[config.mk]
export PLATFORM = sky130hd
export DESIGN_NAME = gradient_color_ramp
export DESIGN_NICKNAME = d
export VERILOG_FILES = /design/src/hdl/grc_pkg.sv /design/src/hdl/grc_ram.sv /design/src/hdl/grc_lerp.sv /design/src/hdl/gradient_color_ramp.sv
export VERILOG_INCLUDE_DIRS = /design/src /design/src/hdl
export SDC_FILE = /design/constraint.sdc
export NUM_CORES = 2
export LEC_CHECK = 0
export BUFFER_PORTS_ARGS = -buffer_cell sky130_fd_sc_hd__clkbuf_2
export CORE_AREA = 10 10 367 547
export CTS_BUF_LIST = sky130_fd_sc_hd__clkbuf_8
export DETAILED_ROUTE_END_ITERATION = 10
export DIE_AREA = 0 0 377 557
export PLACE_DENSITY_LB_ADDON = 0.2
export SLEW_MARGIN = 5
export SYNTH_ARGS = -nofsm -noshare
export SYNTH_HDL_FRONTEND = slang
export SYNTH_HIERARCHICAL = 1
export SYNTH_SLANG_ARGS = --single-unit
export TNS_END_PERCENT = 5
[constraint.sdc]
create_clock -name i_clk -period 11.95 [get_ports i_clk]
set_clock_uncertainty 0.15 [all_clocks]
set_input_delay 0.5975 -clock i_clk [delete_from_list [all_inputs] [get_ports i_clk]]
set_output_delay 0.5975 -clock i_clk [all_outputs]
set_load 0.01 [all_outputs]
[src/hdl/gradient_color_ramp_defines.svh]
// ----------------------------------------------------------------------------
// gradient_color_ramp_defines.svh
// Assertion macros shared by the color ramp RTL. Each macro expects i_clk
// and i_rst_n in scope and checks only while reset is released.
// ----------------------------------------------------------------------------
`ifndef GRADIENT_COLOR_RAMP_DEFINES_SVH
`define GRADIENT_COLOR_RAMP_DEFINES_SVH

// same-cycle implication
`define GRC_CHK_IMPL(lbl, ante, cons) \
    lbl: assert property (@(posedge i_clk) disable iff (!i_rst_n) (ante) |-> (cons)) \
        else $error("grc check failed");

// next-cycle implication
`define GRC_CHK_NEXT(lbl, ante, cons) \
    lbl: assert property (@(posedge i_clk) disable iff (!i_rst_n) (ante) |=> (cons)) \
        else $error("grc check failed");

`endif

[src/hdl/grc_pkg.sv]
// ----------------------------------------------------------------------------
// grc_pkg
// Types and constants of the gradient color ramp: word formats, stop entry
// layout, interpolation request and operation codes.
// ----------------------------------------------------------------------------
package grc_pkg;

    localparam int MAX_STOPS = 8;
    localparam int IDX_W     = $clog2(MAX_STOPS);
    localparam int CNT_W     = $clog2(MAX_STOPS + 1);

    localparam int POS_W     = 17;
    localparam int CH_W      = 8;
    localparam int NCH       = 4;
    localparam int CH_IDX_W  = $clog2(NCH);
    localparam int COL_W     = CH_W * NCH;
    // numerator stays below 256 * span
    localparam int NUM_W     = POS_W + CH_W;
    localparam int MUL_STEPS = 2 * NCH;
    localparam int STEP_W    = $clog2(MUL_STEPS + 1);

    localparam logic [1:0] OP_ADD   = 2'd0;
    localparam logic [1:0] OP_CLEAR = 2'd1;
    localparam logic [1:0] OP_EVAL  = 2'd2;

    typedef struct packed {
        logic [1:0]       operation;
        logic [POS_W-1:0] stop_position;
        logic [CH_W-1:0]  stop_red;
        logic [CH_W-1:0]  stop_green;
        logic [CH_W-1:0]  stop_blue;
        logic [CH_W-1:0]  stop_alpha;
        logic [POS_W-1:0] ratio;
    } t_in_word;

    typedef struct packed {
        logic [CH_W-1:0] out_red;
        logic [CH_W-1:0] out_green;
        logic [CH_W-1:0] out_blue;
        logic [CH_W-1:0] out_alpha;
        logic            status;
    } t_out_word;

    // one table entry; red in the low byte of col, alpha in the high byte
    typedef struct packed {
        logic [POS_W-1:0] pos;
        logic [COL_W-1:0] col;
    } t_stop;

    typedef struct packed {
        logic [COL_W-1:0] c0;
        logic [COL_W-1:0] c1;
        logic [POS_W-1:0] r;
        logic [POS_W-1:0] s;
    } t_lerp_req;

endpackage

[src/hdl/grc_ram.sv]
// ----------------------------------------------------------------------------
// grc_ram
// Generic simple dual-port RAM: one write port, one read port, registered
// read data.
// ----------------------------------------------------------------------------
module grc_ram #(
    parameter int WIDTH = 8,
    parameter int DEPTH = 8,
    localparam int AW = (DEPTH > 1) ? $clog2(DEPTH) : 1
) (
    input  logic             i_clk,
    input  logic             i_we,
    input  logic [AW-1:0]    i_waddr,
    input  logic [WIDTH-1:0] i_wdata,
    input  logic [AW-1:0]    i_raddr,
    output logic [WIDTH-1:0] o_rdata
);

    logic [WIDTH-1:0] r_mem [DEPTH];
    logic [WIDTH-1:0] r_rdata;

    always_ff @(posedge i_clk) begin
        if (i_we) begin
            r_mem[i_waddr] <= i_wdata;
        end
        r_rdata <= r_mem[i_raddr];
    end

    assign o_rdata = r_rdata;

endmodule

[src/hdl/grc_lerp.sv]
// ----------------------------------------------------------------------------
// grc_lerp
// Rounded linear interpolation of four channels between two stops.
// One shared 8x17 multiplier builds the four numerators,
// then four restoring dividers produce one quotient bit per cycle.
// ----------------------------------------------------------------------------
module grc_lerp (
    input  logic                       i_clk,
    input  logic                       i_rst_n,
    input  logic                       i_start,
    input  grc_pkg::t_lerp_req         i_req,
    output logic                       o_done,
    output logic [grc_pkg::COL_W-1:0]  o_color
);

    typedef enum logic [2:0] {
        L_IDLE = 3'b001,
        L_MUL  = 3'b010,
        L_DIV  = 3'b100
    } t_lstate;

    t_lstate                         r_state;
    logic [grc_pkg::STEP_W-1:0]      r_step;
    grc_pkg::t_lerp_req              r_req;
    logic [grc_pkg::POS_W-1:0]       r_sr;
    logic [grc_pkg::NUM_W-1:0]       r_prod;
    logic [grc_pkg::CH_IDX_W-1:0]    r_prod_ch;
    logic [grc_pkg::NUM_W-1:0]       r_num [grc_pkg::NCH];
    logic [grc_pkg::NUM_W-2:0]       r_den;
    logic [grc_pkg::CH_W-1:0]        r_q [grc_pkg::NCH];
    logic                            r_done;

    logic [grc_pkg::CH_IDX_W-1:0]    w_ch;
    logic                            w_term;
    logic [grc_pkg::CH_W-1:0]        w_a;
    logic [grc_pkg::POS_W-1:0]       w_b;
    logic [grc_pkg::NUM_W-1:0]       w_prod;
    logic [grc_pkg::NCH-1:0]         w_ge;

    // multiplier operand select: even step c0*(s-r), odd step c1*r
    assign w_ch   = r_step[grc_pkg::CH_IDX_W:1];
    assign w_term = r_step[0];
    assign w_a    = w_term ? r_req.c1[w_ch*grc_pkg::CH_W +: grc_pkg::CH_W]
                           : r_req.c0[w_ch*grc_pkg::CH_W +: grc_pkg::CH_W];
    assign w_b    = w_term ? r_req.r : r_sr;
    assign w_prod = w_a * w_b;

    // divider compare, one per channel
    always_comb begin
        for (int ch = 0; ch < grc_pkg::NCH; ch++) begin
            w_ge[ch] = (r_num[ch] >= {1'b0, r_den});
        end
    end

    always_ff @(posedge i_clk) begin
        if (!i_rst_n) begin
            r_state <= L_IDLE;
            r_done  <= 1'b0;
        end else begin
            r_done <= 1'b0;
            unique case (r_state)
                L_IDLE: begin
                    if (i_start) begin
                        r_req  <= i_req;
                        r_sr   <= i_req.s - i_req.r;
                        r_step <= '0;
                        // rounding term s/2 seeds every numerator
                        for (int ch = 0; ch < grc_pkg::NCH; ch++) begin
                            r_num[ch] <= grc_pkg::NUM_W'(i_req.s >> 1);
                        end
                        r_state <= L_MUL;
                    end
                end
                L_MUL: begin
                    if (r_step != grc_pkg::STEP_W'(grc_pkg::MUL_STEPS)) begin
                        r_prod    <= w_prod;
                        r_prod_ch <= w_ch;
                    end
                    if (r_step != '0) begin
                        r_num[r_prod_ch] <= r_num[r_prod_ch] + r_prod;
                    end
                    if (r_step == grc_pkg::STEP_W'(grc_pkg::MUL_STEPS)) begin
                        r_step  <= '0;
                        r_den   <= {r_req.s, (grc_pkg::CH_W-1)'(0)};
                        r_state <= L_DIV;
                    end else begin
                        r_step <= r_step + 1'b1;
                    end
                end
                L_DIV: begin
                    for (int ch = 0; ch < grc_pkg::NCH; ch++) begin
                        if (w_ge[ch]) begin
                            r_num[ch] <= r_num[ch] - {1'b0, r_den};
                        end
                        r_q[ch] <= {r_q[ch][grc_pkg::CH_W-2:0], w_ge[ch]};
                    end
                    r_den <= r_den >> 1;
                    if (r_step == grc_pkg::STEP_W'(grc_pkg::CH_W - 1)) begin
                        r_done  <= 1'b1;
                        r_state <= L_IDLE;
                    end else begin
                        r_step <= r_step + 1'b1;
                    end
                end
                default: r_state <= L_IDLE;
            endcase
        end
    end

    always_comb begin
        for (int ch = 0; ch < grc_pkg::NCH; ch++) begin
            o_color[ch*grc_pkg::CH_W +: grc_pkg::CH_W] = r_q[ch];
        end
    end

    assign o_done = r_done;

endmodule

[src/hdl/gradient_color_ramp.sv]
// Clear, unused code, full add and empty-table evaluate go straight to the
//   output stage; add shifts larger stops up first; evaluate scans the stops
//   and, when it blends, runs multiply, drain, divide and hand-off. Throughput:
//   one word in flight, the next is taken the cycle after the result registers;
//   scan and divider set the pace.
// Reset: synchronous, active low; empties the table (stop memory left as is).
// ----------------------------------------------------------------------------
// gradient_color_ramp
// Sorted color stop table in one RAM with insert, clear and evaluate; the
// evaluate path scans the table and interpolates between neighbor stops.
// ----------------------------------------------------------------------------
`include "gradient_color_ramp_defines.svh"

module gradient_color_ramp (
    input  logic                i_clk,
    input  logic                i_rst_n,
    input  logic                i_in_valid,
    output logic                o_in_stall,
    input  grc_pkg::t_in_word   i_in_word,
    output logic                o_out_valid,
    input  logic                i_out_stall,
    output grc_pkg::t_out_word  o_out_word
);

    typedef enum logic [4:0] {
        S_IDLE = 5'b00001,
        S_INS  = 5'b00010,
        S_SRCH = 5'b00100,
        S_LERP = 5'b01000,
        S_DONE = 5'b10000
    } t_state;

    t_state                          r_state,      n_state;
    logic [grc_pkg::CNT_W-1:0]       r_cnt,        n_cnt;
    logic [grc_pkg::CNT_W-1:0]       r_k,          n_k;
    logic [grc_pkg::CNT_W-1:0]       r_i,          n_i;
    logic [grc_pkg::CNT_W-1:0]       r_j,          n_j;
    logic                            r_pend,       n_pend;
    grc_pkg::t_stop                  r_new,        n_new;
    grc_pkg::t_stop                  r_prev,       n_prev;
    logic [grc_pkg::POS_W-1:0]       r_ratio,      n_ratio;
    logic [grc_pkg::COL_W-1:0]       r_res_col,    n_res_col;
    logic                            r_res_status, n_res_status;
    logic                            r_out_valid,  n_out_valid;
    grc_pkg::t_out_word              r_out,        n_out;

    logic                            w_in_acc;
    logic                            w_full_add;
    logic                            w_we;
    logic [grc_pkg::IDX_W-1:0]       w_waddr;
    grc_pkg::t_stop                  w_wdata;
    logic [grc_pkg::IDX_W-1:0]       w_raddr;
    grc_pkg::t_stop                  w_rd;
    logic                            w_lerp_start;
    grc_pkg::t_lerp_req              w_lerp_req;
    logic                            w_lerp_done;
    logic [grc_pkg::COL_W-1:0]       w_lerp_color;

    assign w_in_acc   = i_in_valid && !o_in_stall;
    assign o_in_stall = (r_state != S_IDLE);

    grc_ram #(
        .WIDTH ($bits(grc_pkg::t_stop)),
        .DEPTH (grc_pkg::MAX_STOPS)
    ) u_stop_ram (
        .i_clk   (i_clk),
        .i_we    (w_we),
        .i_waddr (w_waddr),
        .i_wdata (w_wdata),
        .i_raddr (w_raddr),
        .o_rdata (w_rd)
    );

    grc_lerp u_lerp (
        .i_clk   (i_clk),
        .i_rst_n (i_rst_n),
        .i_start (w_lerp_start),
        .i_req   (w_lerp_req),
        .o_done  (w_lerp_done),
        .o_color (w_lerp_color)
    );

    // span operands from the previous and current scanned stops
    assign w_lerp_req.c0 = r_prev.col;
    assign w_lerp_req.c1 = w_rd.col;
    assign w_lerp_req.r  = r_ratio - r_prev.pos;
    assign w_lerp_req.s  = w_rd.pos - r_prev.pos;

    // control: accept, insert shift, scan, interpolate, hand off
    always_comb begin
        n_state      = r_state;
        n_cnt        = r_cnt;
        n_k          = r_k;
        n_i          = r_i;
        n_j          = r_j;
        n_pend       = r_pend;
        n_new        = r_new;
        n_prev       = r_prev;
        n_ratio      = r_ratio;
        n_res_col    = r_res_col;
        n_res_status = r_res_status;
        n_out        = r_out;
        n_out_valid  = r_out_valid && i_out_stall;
        w_we         = 1'b0;
        w_waddr      = r_k[grc_pkg::IDX_W-1:0];
        w_wdata      = r_new;
        w_raddr      = '0;
        w_lerp_start = 1'b0;

        unique case (r_state)
            S_IDLE: begin
                if (w_in_acc) begin
                    n_res_col    = '0;
                    n_res_status = 1'b0;
                    n_pend       = 1'b0;
                    n_state      = S_DONE;
                    unique case (i_in_word.operation)
                        grc_pkg::OP_ADD: begin
                            n_new.pos = i_in_word.stop_position;
                            n_new.col = {i_in_word.stop_alpha, i_in_word.stop_blue,
                                         i_in_word.stop_green, i_in_word.stop_red};
                            if (r_cnt >= grc_pkg::CNT_W'(grc_pkg::MAX_STOPS)) begin
                                n_res_status = 1'b1;
                            end else begin
                                n_k     = r_cnt;
                                n_state = S_INS;
                            end
                        end
                        grc_pkg::OP_CLEAR: begin
                            n_cnt = '0;
                        end
                        grc_pkg::OP_EVAL: begin
                            n_ratio = i_in_word.ratio;
                            n_i     = '0;
                            if (r_cnt != '0) begin
                                n_state = S_SRCH;
                            end
                        end
                        default: ;
                    endcase
                end
            end

            // walk down from the top, moving larger stops up one slot
            S_INS: begin
                if (!r_pend) begin
                    if (r_k == '0) begin
                        w_we    = 1'b1;
                        n_cnt   = r_cnt + 1'b1;
                        n_state = S_DONE;
                    end else begin
                        w_raddr = grc_pkg::IDX_W'(r_k - 1'b1);
                        n_pend  = 1'b1;
                    end
                end else if (w_rd.pos > r_new.pos) begin
                    w_we    = 1'b1;
                    w_wdata = w_rd;
                    n_k     = r_k - 1'b1;
                    if (r_k != grc_pkg::CNT_W'(1)) begin
                        w_raddr = grc_pkg::IDX_W'(r_k - grc_pkg::CNT_W'(2));
                    end else begin
                        n_pend = 1'b0;
                    end
                end else begin
                    w_we    = 1'b1;
                    n_cnt   = r_cnt + 1'b1;
                    n_state = S_DONE;
                end
            end

            // one read per cycle; compare the word returned for index r_j
            S_SRCH: begin
                if (r_i < r_cnt) begin
                    w_raddr = r_i[grc_pkg::IDX_W-1:0];
                    n_i     = r_i + 1'b1;
                    n_j     = r_i;
                    n_pend  = 1'b1;
                end else begin
                    n_pend = 1'b0;
                end
                if (r_pend) begin
                    if (w_rd.pos >= r_ratio) begin
                        if (r_j == '0 || w_rd.pos == r_prev.pos) begin
                            n_res_col = w_rd.col;
                            n_state   = S_DONE;
                        end else begin
                            w_lerp_start = 1'b1;
                            n_state      = S_LERP;
                        end
                    end else begin
                        n_prev = w_rd;
                        if (r_j == r_cnt - 1'b1) begin
                            n_res_col = (r_cnt >= grc_pkg::CNT_W'(2)) ? w_rd.col : '0;
                            n_state   = S_DONE;
                        end
                    end
                end
            end

            S_LERP: begin
                if (w_lerp_done) begin
                    n_res_col = w_lerp_color;
                    n_state   = S_DONE;
                end
            end

            // load the output register once it is free
            S_DONE: begin
                if (!r_out_valid || !i_out_stall) begin
                    n_out.out_red   = r_res_col[0*grc_pkg::CH_W +: grc_pkg::CH_W];
                    n_out.out_green = r_res_col[1*grc_pkg::CH_W +: grc_pkg::CH_W];
                    n_out.out_blue  = r_res_col[2*grc_pkg::CH_W +: grc_pkg::CH_W];
                    n_out.out_alpha = r_res_col[3*grc_pkg::CH_W +: grc_pkg::CH_W];
                    n_out.status    = r_res_status;
                    n_out_valid     = 1'b1;
                    n_state         = S_IDLE;
                end
            end

            default: n_state = S_IDLE;
        endcase
    end

    always_ff @(posedge i_clk) begin
        if (!i_rst_n) begin
            r_state     <= S_IDLE;
            r_cnt       <= '0;
            r_pend      <= 1'b0;
            r_out_valid <= 1'b0;
        end else begin
            r_state     <= n_state;
            r_cnt       <= n_cnt;
            r_pend      <= n_pend;
            r_out_valid <= n_out_valid;
        end
        r_k          <= n_k;
        r_i          <= n_i;
        r_j          <= n_j;
        r_new        <= n_new;
        r_prev       <= n_prev;
        r_ratio      <= n_ratio;
        r_res_col    <= n_res_col;
        r_res_status <= n_res_status;
        r_out        <= n_out;
    end

    assign o_out_valid = r_out_valid;
    assign o_out_word  = r_out;

    // add accepted while the table is full
    assign w_full_add = w_in_acc && (i_in_word.operation == grc_pkg::OP_ADD)
                        && (r_cnt == grc_pkg::CNT_W'(grc_pkg::MAX_STOPS));

    // checks
    `GRC_CHK_IMPL(a_cnt_bound, 1'b1, r_cnt <= grc_pkg::CNT_W'(grc_pkg::MAX_STOPS))
    `GRC_CHK_NEXT(a_full_add_keeps_cnt, w_full_add, r_cnt == $past(r_cnt))
    `GRC_CHK_IMPL(a_lerp_done_in_lerp, w_lerp_done, r_state == S_LERP)
    `GRC_CHK_IMPL(a_out_from_done, $rose(r_out_valid), $past(r_state) == S_DONE)

endmodule
==> results.toml <==
[pwr]
p_comb_share_pct = 3.9
power_leakage_nw = 20.7
internal-power_w = 0.00515
seq_power_share_pct = 55.6
swShare_pct = 23.0
netSwitchingPower_w = 0.00154
power.density_cell_area_nw_per_um2 = 118
portion_of_total_power_attributed_to_the_clock_network_pct = 40.5
worst_ir_drop_vdd_uv = 104

[timing]
grt_setup_unrepaired = "false"
timing.setup.tns_ns = 0
final-max-slew-violation-count = 0
clock.fmax_ghz = 0.138
max_slew_margin_pct = 19.9
layout_min_cycle_time_ns = 7.22
final-setup-viol-count = 0
final_hold_viol_count = 0
fin_ws_ns = 4.73
hold-worst-slack_ns = 0.148
fin_crit_sh_pct = 60.5
worstMarginPinSlew_ns = 1.20

[drt]
post_drt_wl_per_cell_microns = 23.5
postRouteWirelength_mm = 153
post-route-drc-count = 0
first_iter_violations = 1998
dr_total_vias = 30761
vias_per_cell = 4.74
first_pass_iters = 5
detail-route-antenna-nets = 0

[yosys]
netlist-cell-type-count = 107
synthesized_area_fraction_occupied_by_and_or_nand_nor_cells_pct = 7.31
combined_area_of_all_synthesized_cells_sq_um = 49400
postSynthAreaPerCell_sq_um = 13.8
synth-seq-cells = 953
synth.net_count = 4001
synth_compound_area_share_pct = 9.98
synth_sequential_area_ratio_pct = 56.6
yosys_warnings = 6
ys_async_rst_share_pct = 0
netlist_instances = 3572
synthFlopType = "sky130_fd_sc_hd__edfxtp_1"
synth_top_family_by_area = "adder cells"
synth-edff-count = 887
synth-adder-area-share_pct = 10.5
synth_xor_xnor_area_share_pct = 3.05
portion_of_netlist_area_occupied_by_mux_cells_pct = 9.44

[clock_network]
cts_tree = "done"
clk_latency_ns = 0.88
clock-root-buffer = "sky130_fd_sc_hd__clkbuf_8"
cts.clk_slew.worst_paths_ns = 0.06
cts.htree.levels = 4
postCtsSetupBuffers = 0
clk_path_buf_depth = 4
clock_sinks = 953
numCtsBuffers = 160
number_of_gates_resized_after_cts = 0
hold_buf_count_cts = 71

[place]
io_buffers = 106
place_ws_ns = 4.68
dp_cells = 6137
placed_cell_area_sq_um = 53200
dp.final_hpwl_mm = 110
gpl.final_weighted_congestion = 0.890

[grt]
first_global_vias = 33198
antenna_violations_before_repair = 5
grt_first_pass_wirelength_mm = 224
grt_max_degree = 68
track_usage_pct = 14.3
gr-total-overflow = 0

[run]
max_cap_viol_count = 0

[final_layout]
syn_to_final_growth_pct = 15.1
final_cell_count_no_fill = 6493
drive_gt1_share_pct = 18.2
finalNetCount = 4312
final_area_sq_um = 56800

[critical_path]
critical_path_required_ns = 12.39
start_kind = "flip-flop"
critPathCaptureType = "flip-flop"
worst-endpoint-arrival_ns = 7.67
critical_path.max_fanout = 34
worstSetupPathType = "flip-flop to flip-flop"

[floorplan]
die_width_microns = 377
design.portCount = 107
core_sq_um = 191000
die_area_sq_um = 210000
die_h_microns = 557
row_count = 197
initial_core_util_pct = 25.8

[worst_hold_path]
min_path_type = "primary input to flip-flop"

[run_status]
status = "complete, no violations"
[final timing paths]
check	depth (start not counted)	slack, ns	endpoint	start
min reg2reg	0	0.26	o_out_word[3]	r_res_col[26]
max reg2reg	20	4.73	u_lerp/r_prod[24]	u_lerp/r_step[0]
max	20	4.73	u_lerp/r_prod[24]	u_lerp/r_step[0]
min	2	0.15	r_state[3]	i_rst_n
[synthesized netlist by cell type (12+ instances only)]
cell,count,area share (%)
sky130_fd_sc_hd__edfxtp_1,887,54
sky130_fd_sc_hd__nor2_1,303,2.3
sky130_fd_sc_hd__inv_1,264,2.0
sky130_fd_sc_hd__ha_1,259,6.6
sky130_fd_sc_hd__a21oi_1,157,1.6
sky130_fd_sc_hd__mux4_2,139,6.3
sky130_fd_sc_hd__nand2_1,122,0.93
sky130_fd_sc_hd__o21ai_0,117,1.2
sky130_fd_sc_hd__mux2_2,113,2.6
sky130_fd_sc_hd__xnor2_1,102,1.8
sky130_fd_sc_hd__fa_1,98,4.0
sky130_fd_sc_hd__xor2_1,70,1.2
sky130_fd_sc_hd__dfxtp_1,66,2.7
sky130_fd_sc_hd__a21o_1,64,0.97
sky130_fd_sc_hd__a22o_1,56,0.99
sky130_fd_sc_hd__clkbuf_1,52,0.40
sky130_fd_sc_hd__a221oi_1,51,0.90
sky130_fd_sc_hd__nor3_1,49,0.50
sky130_fd_sc_hd__o21a_1,47,0.71
sky130_fd_sc_hd__nand3_1,45,0.46
sky130_fd_sc_hd__nor2b_1,39,0.49
sky130_fd_sc_hd__nand2b_1,35,0.44
sky130_fd_sc_hd__or2_2,31,0.39
sky130_fd_sc_hd__buf_2,30,0.30
sky130_fd_sc_hd__a211oi_1,27,0.41
sky130_fd_sc_hd__mux2i_1,26,0.53
sky130_fd_sc_hd__nand4_1,24,0.30
sky130_fd_sc_hd__and3_1,22,0.28
sky130_fd_sc_hd__o21bai_1,21,0.32
sky130_fd_sc_hd__or3_1,19,0.24
sky130_fd_sc_hd__a31oi_1,15,0.19
sky130_fd_sc_hd__o31ai_1,15,0.23
sky130_fd_sc_hd__o31a_1,14,0.25
sky130_fd_sc_hd__o211ai_1,12,0.18
[stage by stage]
stage          utilization, %  total power (W)
6_report                 29.8          0.00669
5_1_grt                  29.7          0.00697
4_1_cts                  29.7          0.00682
3_5_place_dp             27.9          0.00404
3_3_place_gp             27.9          0.00404
2_1_floorplan               -          0.00392
[power groups by stage]
stage / clock network, W / logic [W] / registers [W]
finish: 0.00271 / 0.000262 / 0.00372
global route: 0.00296 / 0.000290 / 0.00372
CTS: 0.00283 / 0.000269 / 0.00372
detailed placement: 0 / 0.000250 / 0.00379
global placement: 0 / 0.000248 / 0.00379
floorplan: 0 / 0.000148 / 0.00378
[cells in the final DEF (no fill, tap or decap), drive strengths merged, types with 72 or more instances in the layout]
| cell type | count |
|---|---|
| a21oi | 158 |
| buf | 72 |
| clkbuf | 276 |
| edfxtp | 887 |
| fa | 98 |
| ha | 259 |
| inv | 326 |
| mux2 | 113 |
| mux4 | 139 |
| nand2 | 123 |
| nor2 | 304 |
| o21ai | 122 |
| xnor2 | 102 |
[area by class of cell]
class                           instances  area, sq um
Multi-Input combinational cell       2254        20100
Antenna cell                            4         10.0
Sequential cell                       953        28000
Clock buffer                          170         2340
Timing Repair Buffer                  249         1780
Clock inverter                        111          534
Tap cell                             2487         3110
Fill cell                           19256       134000
Inverter                              265          997
[per-layer routing]
metal  wire (microns)  GRT usage [%]
met1            58000           15.5
met2            80400           26.7
met3             4840           1.85
met4             9350           7.91
met5                0              0
[cells by family after synthesis]
kind of cell,after synthesis
adders and majority gates,357
buffers and inverters,365
DFF,953
muxes,278
xor gates and xnor gates,172
AOI/OAI and AO/OA,695
and+or+nand+nor,752
[worst max-delay path, cell delays in order, from the launching register on]
cell and delay, ns:
sky130_fd_sc_hd__edfxtp_1 0.39, sky130_fd_sc_hd__buf_4 0.54, sky130_fd_sc_hd__mux4_2 0.59, sky130_fd_sc_hd__mux2i_1 0.15
sky130_fd_sc_hd__buf_4 0.28, sky130_fd_sc_hd__nor2_1 0.11, sky130_fd_sc_hd__fa_1 0.55, sky130_fd_sc_hd__fa_1 0.52
sky130_fd_sc_hd__fa_1 0.49, sky130_fd_sc_hd__inv_1 0.05, sky130_fd_sc_hd__fa_1 0.47, sky130_fd_sc_hd__inv_1 0.04
sky130_fd_sc_hd__ha_1 0.36, sky130_fd_sc_hd__a21oi_1 0.21, sky130_fd_sc_hd__a21boi_0 0.11, sky130_fd_sc_hd__nor4_1 0.62
sky130_fd_sc_hd__o311ai_1 0.20, sky130_fd_sc_hd__o41ai_1 0.59, sky130_fd_sc_hd__o2111ai_1 0.22, sky130_fd_sc_hd__a21oi_1 0.20
sky130_fd_sc_hd__xnor2_1 0.08
[sequential cells by signal, indices dropped and copies added (netlist names), 3 cells and up, named ones only]
name                cells
u_lerp/r_req           98
r_i                     4
o_out_word             33
r_k                     4
r_res_col              32
u_lerp/r_q             32
u_lerp/r_den           24
r_prev                 49
u_lerp/r_sr            17
u_lerp/r_step           4
r_state                 5
u_lerp/r_num          100
u_stop_ram/o_rdata     49
u_lerp/r_state          3
u_stop_ram/r_mem      392
u_lerp/r_prod          25
r_j                     4
r_new                  49
r_cnt                   4
r_ratio                17
Note: power is estimated with default switching activity, not from simulation.
